===== config.mk =====
export PLATFORM = sky130hd
export DESIGN_NAME = multiboot_stream_encryptor_core_flat
export DESIGN_NICKNAME = d
export VERILOG_FILES = /design/src/hdl/mse_pkg.sv /design/src/hdl/mse_img_if.sv /design/src/hdl/mse_link_if.sv /design/src/hdl/multiboot_stream_encryptor_core.sv /design/src/flat_wrapper.sv
export SDC_FILE = /design/constraint.sdc
export NUM_CORES = 1
export LEC_CHECK = 0
export ABC_CLOCK_PERIOD_IN_PS = 11770
export BUFFER_PORTS_ARGS = -buffer_cell sky130_fd_sc_hd__buf_2
export CORE_MARGIN = 2
export CORE_UTILIZATION = 57
export DETAILED_ROUTE_END_ITERATION = 10
export GPL_TIMING_DRIVEN = 0
export PLACE_DENSITY = 0.8
export SLEW_MARGIN = 20
export SYNTH_ARGS = -nofsm -noshare
export SYNTH_HDL_FRONTEND = slang
export SYNTH_SLANG_ARGS = --single-unit

===== constraint.sdc =====
create_clock -name clk_i -period 11.77 [get_ports clk_i]
set_input_delay 1.177 -clock clk_i [delete_from_list [all_inputs] [get_ports clk_i]]
set_output_delay 1.177 -clock clk_i [all_outputs]
set_load 0.05 [all_outputs]

===== src/hdl/mse_pkg.sv =====
// Shared types, constants and functions of the multiboot stream encryptor.
package mse_pkg;

  typedef logic [31:0] word_t;

  typedef enum logic [0:0] {
    CfgHostKey   = 1'b0,
    CfgTargetKey = 1'b1
  } cfg_idx_e;

  localparam word_t      LcgMul      = 32'h6177_614B;
  localparam word_t      CrcPoly     = 32'h0000_A1C1;
  localparam logic [7:0] KeybMark    = 8'hEE;
  localparam word_t      KeybUpMask  = 32'hFFFF_FF00;
  localparam int         KeybMaxOnes = 14;

  // 32 shift steps of the right-shift CRC, linear in chk ^ w
  function automatic word_t crc_step(word_t chk, word_t w);
    word_t r;
    r = chk ^ w;
    for (int k = 0; k < 32; k++) begin
      r = r[0] ? ((r >> 1) ^ CrcPoly) : (r >> 1);
    end
    return r;
  endfunction

  function automatic logic keyb_valid(word_t kb);
    logic [4:0] ones;
    ones = 5'($countones(kb[31:8]));
    return (kb[7:0] == KeybMark) && (ones <= 5'(KeybMaxOnes));
  endfunction

endpackage


===== src/hdl/mse_img_if.sv =====
// Input channel: image words with the start-of-image flag.
interface mse_img_if;
  logic          valid;
  logic          ready;
  mse_pkg::word_t image_word;
  logic          first_word;

  modport src (output valid, image_word, first_word, input ready);
  modport snk (input valid, image_word, first_word, output ready);
endinterface


===== src/hdl/mse_link_if.sv =====
// Output channel: link words with header flag, check value and key status.
interface mse_link_if;
  logic          valid;
  logic          ready;
  mse_pkg::word_t link_word;
  logic          is_header;
  mse_pkg::word_t running_check;
  logic          target_key_ok;

  modport src (output valid, link_word, is_header, running_check, target_key_ok,
               input ready);
  modport snk (input valid, link_word, is_header, running_check, target_key_ok,
               output ready);
endinterface


===== src/hdl/multiboot_stream_encryptor_core.sv =====
// Multiboot stream encryptor: header pass-through, word encryption, CRC and LCG update.
// The result of an accepted item is registered in the output register.
// Throughput: 1 item per cycle while the link is ready; the output register is refilled in the cycle it drains.
// The check/key feedback (one 32x32 multiply, unrolled CRC) is combinational between the check and key registers.
// Reset (async, active low) clears keys, check value, word position and output valid.
module multiboot_stream_encryptor_core #(
  parameter int HEADER_WORDS = 40
) (
  input  logic            clk_i,
  input  logic            rst_ni,
  input  logic            cfg_we_i,
  input  logic            cfg_idx_i,
  input  mse_pkg::word_t  cfg_wdata_i,
  mse_img_if.snk          img_if,
  mse_link_if.src         link_if
);

  localparam int PosW = $clog2(HEADER_WORDS + 1);
  localparam logic [PosW-1:0] HeaderPos = PosW'(HEADER_WORDS);

  mse_pkg::word_t host_key_q, target_key_q;
  mse_pkg::word_t sk_q, sk_d, chk_q, chk_d;
  logic [PosW-1:0] pos_q, pos_d, pos_cur;

  logic           out_valid_q;
  mse_pkg::word_t link_q, link_d, rchk_q;
  logic           hdr_q, ok_q;

  logic           acc, start, key_ok, hdr;
  mse_pkg::word_t seed, mul_a, product, w;

  assign acc   = img_if.valid && img_if.ready;
  assign start = img_if.first_word;
  assign w     = img_if.image_word;
  assign img_if.ready = !out_valid_q || link_if.ready;

  assign key_ok  = mse_pkg::keyb_valid(target_key_q);
  assign seed    = (key_ok ? (target_key_q & mse_pkg::KeybUpMask) : '0) ^ host_key_q;
  assign mul_a   = start ? seed : sk_q;
  assign product = mul_a * mse_pkg::LcgMul;

  assign pos_cur = start ? '0 : pos_q;
  assign hdr     = pos_cur < HeaderPos;

  always_comb begin
    if (hdr) begin
      link_d = w;
      chk_d  = start ? seed : chk_q;
      sk_d   = start ? product + 32'd1 : sk_q;
      pos_d  = pos_cur + PosW'(1);
    end else begin
      link_d = (w - chk_q) ^ sk_q;
      chk_d  = mse_pkg::crc_step(chk_q, w);
      sk_d   = product + 32'd1;
      pos_d  = pos_cur;
    end
  end

  always_ff @(posedge clk_i or negedge rst_ni) begin
    if (!rst_ni) begin
      host_key_q   <= '0;
      target_key_q <= '0;
    end else if (cfg_we_i) begin
      unique case (mse_pkg::cfg_idx_e'(cfg_idx_i))
        mse_pkg::CfgHostKey:   host_key_q   <= cfg_wdata_i;
        mse_pkg::CfgTargetKey: target_key_q <= cfg_wdata_i;
        default: ;
      endcase
    end
  end

  always_ff @(posedge clk_i or negedge rst_ni) begin
    if (!rst_ni) begin
      sk_q        <= '0;
      chk_q       <= '0;
      pos_q       <= '0;
      out_valid_q <= 1'b0;
    end else begin
      if (acc) begin
        sk_q  <= sk_d;
        chk_q <= chk_d;
        pos_q <= pos_d;
      end
      if (acc) begin
        out_valid_q <= 1'b1;
      end else if (link_if.ready) begin
        out_valid_q <= 1'b0;
      end
    end
  end

  always_ff @(posedge clk_i) begin
    if (acc) begin
      link_q <= link_d;
      hdr_q  <= hdr;
      rchk_q <= chk_d;
      ok_q   <= key_ok;
    end
  end

  assign link_if.valid         = out_valid_q;
  assign link_if.link_word     = link_q;
  assign link_if.is_header     = hdr_q;
  assign link_if.running_check = rchk_q;
  assign link_if.target_key_ok = ok_q;

  a_pos_bound: assert property (@(posedge clk_i) disable iff (!rst_ni)
    pos_q <= HeaderPos)
    else $error("word position beyond header length");

  a_start_is_header: assert property (@(posedge clk_i) disable iff (!rst_ni)
    acc && start |=> link_if.valid && link_if.is_header)
    else $error("first word not passed in the clear");

  a_header_clear: assert property (@(posedge clk_i) disable iff (!rst_ni)
    acc |=> !link_if.is_header || link_if.link_word == $past(w))
    else $error("header item altered");

  a_header_keeps_check: assert property (@(posedge clk_i) disable iff (!rst_ni)
    acc && !start && hdr |=> $stable(chk_q) && $stable(sk_q))
    else $error("header item changed check or session key");

endmodule

===== src/flat_wrapper.sv =====
// flat-port wrapper written by rule: the top's interface ports become plain ports
module multiboot_stream_encryptor_core_flat 
#(
  parameter int HEADER_WORDS = 40
)
  (clk_i, rst_ni, cfg_we_i, cfg_idx_i, cfg_wdata_i, img_if_valid, img_if_image_word, img_if_first_word, img_if_ready, link_if_valid, link_if_link_word, link_if_is_header, link_if_running_check, link_if_target_key_ok, link_if_ready);
  mse_img_if img_if_i ();
  mse_link_if link_if_i ();
  input  logic clk_i;
  input  logic rst_ni;
  input  logic cfg_we_i;
  input  logic cfg_idx_i;
  input  mse_pkg::word_t cfg_wdata_i;
  input wire logic [$bits(img_if_i.valid)-1:0] img_if_valid;
  input wire logic [$bits(img_if_i.image_word)-1:0] img_if_image_word;
  input wire logic [$bits(img_if_i.first_word)-1:0] img_if_first_word;
  output wire logic [$bits(img_if_i.ready)-1:0] img_if_ready;
  output wire logic [$bits(link_if_i.valid)-1:0] link_if_valid;
  output wire logic [$bits(link_if_i.link_word)-1:0] link_if_link_word;
  output wire logic [$bits(link_if_i.is_header)-1:0] link_if_is_header;
  output wire logic [$bits(link_if_i.running_check)-1:0] link_if_running_check;
  output wire logic [$bits(link_if_i.target_key_ok)-1:0] link_if_target_key_ok;
  input wire logic [$bits(link_if_i.ready)-1:0] link_if_ready;
  assign img_if_i.valid = img_if_valid;
  assign img_if_i.image_word = img_if_image_word;
  assign img_if_i.first_word = img_if_first_word;
  assign img_if_ready = img_if_i.ready;
  assign link_if_valid = link_if_i.valid;
  assign link_if_link_word = link_if_i.link_word;
  assign link_if_is_header = link_if_i.is_header;
  assign link_if_running_check = link_if_i.running_check;
  assign link_if_target_key_ok = link_if_i.target_key_ok;
  assign link_if_i.ready = link_if_ready;
  multiboot_stream_encryptor_core #(.HEADER_WORDS(HEADER_WORDS)) u_core (.clk_i(clk_i), .rst_ni(rst_ni), .cfg_we_i(cfg_we_i), .cfg_idx_i(cfg_idx_i), .cfg_wdata_i(cfg_wdata_i), .img_if(img_if_i), .link_if(link_if_i));
endmodule

==> reports/metrics.yaml <==
synth_seq_cells: 201
grt_overflow: 0
hp-class: "primary input to async pin"
ys.flop_type: "dfrtp_1"
ios: 139
synth_top_cell_by_area: "fa_1"
area_delta_synth_final_pct: 13.1
cts_buffers: 22
die_h_um: 194
yosysUniqueCellTypes: 63
finalCritPeriodShare: 0.970
drt_wl_total_mm: 57.8
netlist_top_cells_count: "363 x inv_1, 222 x ha_1, 192 x fa_1"
crit_buf_inv: 11
drc: 0
first_pass_iters: 6
grt_max_degree: 98
rows: 69
wl_met1_mm: 23.8
clkSlewWorstSetupHoldPaths_ns: 0.06
worstMarginPinSlew_ns: 0.921
nFillCells: 2739
hold_viol: 0
maxCapViolCount: 0
first_iter_violations: 1097
setup_viol: 0
drive_above_1_share: 0.172
final_util: 0.653
clock_skew_ns: 0.0260
dp_hpwl_mm: 47.5
cts_root_buf: "clkbuf_16"
synth_top_area_frac: 0.187
grt_pass1_wl_mm: 90.9
post-route-min-period_ns: 11.42
wl_per_cell_um: 21.6
yosysWarnings: 0
antenna_cells: 0
place.gp.congestion: 0.982
drt.antenna.violating_nets: 0
finalMaxSlewViolations: 0
start_util: 0.578
worstReg2RegStart: "u_core.target_key_q[10]"
synth_area_leaders: "fa_1 19%, dfrtp_1 16%, ha_1 14%"
placed_cells: 2613
slew_headroom: 0.386
critPathCaptureType: "flop"
critPathMaxStageDelay_ns: 0.54
wl_met2_mm: 27.5
ys_seq_area_frac: 0.261
clk_latency_ns: 0.54
synth.most_common_cell: "inv_1"
critPathLaunchType: "flop"
fmax_mhz: 87.6
syn_inst: 2013
wl_met3_mm: 3.72
worst-setup-path-type: "flop to flop"
fin_nets: 2691
io_buffers: 137
syn_avg_cell_area_um2: 10.2
cts_hold_buffers: 0
final_cell_count_no_fill: 2683
cp_slowest_cell: "fa_1"
cp_common_cell: "fa_1"
grt_pass1_vias: 16100
cp_data_arrival_time_ns: 11.83
viasPerCell: 5.62
critPathMaxFanout: 10
synthArstFlopShare: 0.672
htreeDepth: 1
cts_sinks: 201
fp.coreArea_um2: 35600
syn_area_um2: 20500
track_usage: 0.314
cp_data_required_time_ns: 12.18
die_area_um2: 37600
startpoint: "u_core.target_key_q[10]"
antenna_found_initial: 0
cts_buffer_depth: 3
status: "complete, no violations"
synth_enable_flop_cells: 66
cts_tree: "built"
syn_nets: 2498
holdWs_ns: 0.507
vias: 15100
routed.top_layer: "met4"
critical_path.top_delay_family: "adder cells"
die_w_um: 194
## stage by stage
| step | instance area (um^2) | setup TNS (ns) | setup slack, ns |
|---|---|---|---|
| 5_1_grt | 23200 | -0.0692 | -0.0692 |
| 4_1_cts | 23000 | 0 | 0.00220 |
| 6_report | 23200 | 0 | 0.354 |
| 3_5_place_dp | 21900 | -21.83 | -2.36 |
| 3_3_place_gp | 21800 | -29.11 | -2.69 |
| 2_1_floorplan | 20500 | 0 | 0.105 |
## worst reg2reg max path, delay by kind of cell, from the launching register on
| family | cells | cell delay [ns] |
|---|---|---|
| xor+xnor | 3 | 0.65 |
| simple gates | 4 | 0.69 |
| fa+ha+maj | 16 | 6.76 |
| flops | 1 | 0.40 |
| buf+inv | 11 | 0.93 |
| compound gates | 9 | 1.87 |
## layout make-up
type | instances | area [um^2] | share of cell area
inverters | 364 | 1390 | 0.0597
clock buffers | 26 | 596 | 0.0256
flip-flops and latches | 201 | 5360 | 0.231
clock inverters | 14 | 118 | 0.00506
repair buffers | 169 | 981 | 0.0422
plain buffers | 66 | 318 | 0.0137
multi-input cells | 1382 | 13900 | 0.598
well taps | 461 | 577 | 0.0248
## cell families (layout without fill, tap and decap cells)
kind of cell | Yosys count | count (layout) | share of synthesized area
buffers and inverters | 430 | 639 | 0.0805
adder cells (fa/ha/maj) | 414 | 414 | 0.322
AO/OA/AOI/OAI | 340 | 340 | 0.0971
XOR/XNOR | 281 | 281 | 0.138
AND/OR/NAND/NOR | 261 | 261 | 0.0541
flip-flops | 201 | 201 | 0.261
multiplexers | 86 | 86 | 0.0470
## metal layers
metal  vias up  global-route usage
li1       6890                   -
met1      7483               0.413
met2       586               0.526
met3       131              0.0414
met4         0               0.134
met5         -                   0
## cell usage in the layout, fill, tap and decap left out, types with 7 or more instances in the layout
cell / Yosys / layout
inv_1: 363 / 356
ha_1: 222 / 219
fa_1: 192 / 191
xnor2_1: 170 / 167
buf_2: 8 / 144
dfrtp_1: 135 / 135
nand2_1: 130 / 127
o21ai_0: 113 / 107
a21oi_1: 108 / 102
mux2_2: 83 / 83
xor2_1: 82 / 74
nor2_1: 67 / 67
edfxtp_1: 66 / 66
clkbuf_1: 43 / 41
buf_4: 4 / 33
a21o_1: 34 / 29
clkbuf_16: 0 / 22
nand3_1: 18 / 18
a21boi_0: 11 / 10
nor3_1: 11 / 10
o21a_1: 9 / 9
xnor2_2: 6 / 9
buf_1: 9 / 9
o22ai_1: 9 / 9
nor2b_1: 9 / 9
o21bai_1: 9 / 9
clkinvlp_4: 0 / 8
xor2_2: 5 / 8
nand2b_1: 8 / 8
a31oi_1: 8 / 7
## flip-flops by register name, indices dropped and copies added (netlist names)
name and count:
u_core.chk_q 32, u_core.host_key_q 32, u_core.link_if.is_header 1, u_core.link_if.link_word 32, u_core.link_if.running_check 32, u_core.link_if.target_key_ok 1
u_core.link_if.valid 1, u_core.pos_q 6, u_core.sk_q 32, u_core.target_key_q 32
## path summary, 6_finish.rpt
kind	endpoint	slack, ns	depth (start not counted)
worst max-delay path	u_core.sk_q[31]	0.35	43
worst min-delay path	u_core.host_key_q[15]	0.51	1
worst max register to register	u_core.sk_q[31]	0.35	43
worst min register to register	u_core.host_key_q[4]	0.51	1
max in group asynchronous	u_core.sk_q[10]	10.42	2
min in group clk_i	u_core.host_key_q[4]	0.51	1
## repair_timing
item	4_1_cts	5_1_grt
buffers inserted	17	13
setup endpoints to repair	21	9
pin swaps	7	20
endpoints found under the hold margin	0	0
gates resized for setup	46	35
Power is not shown: default switching activity piles up to over one toggle a cycle in this logic, so the estimate is an artifact.
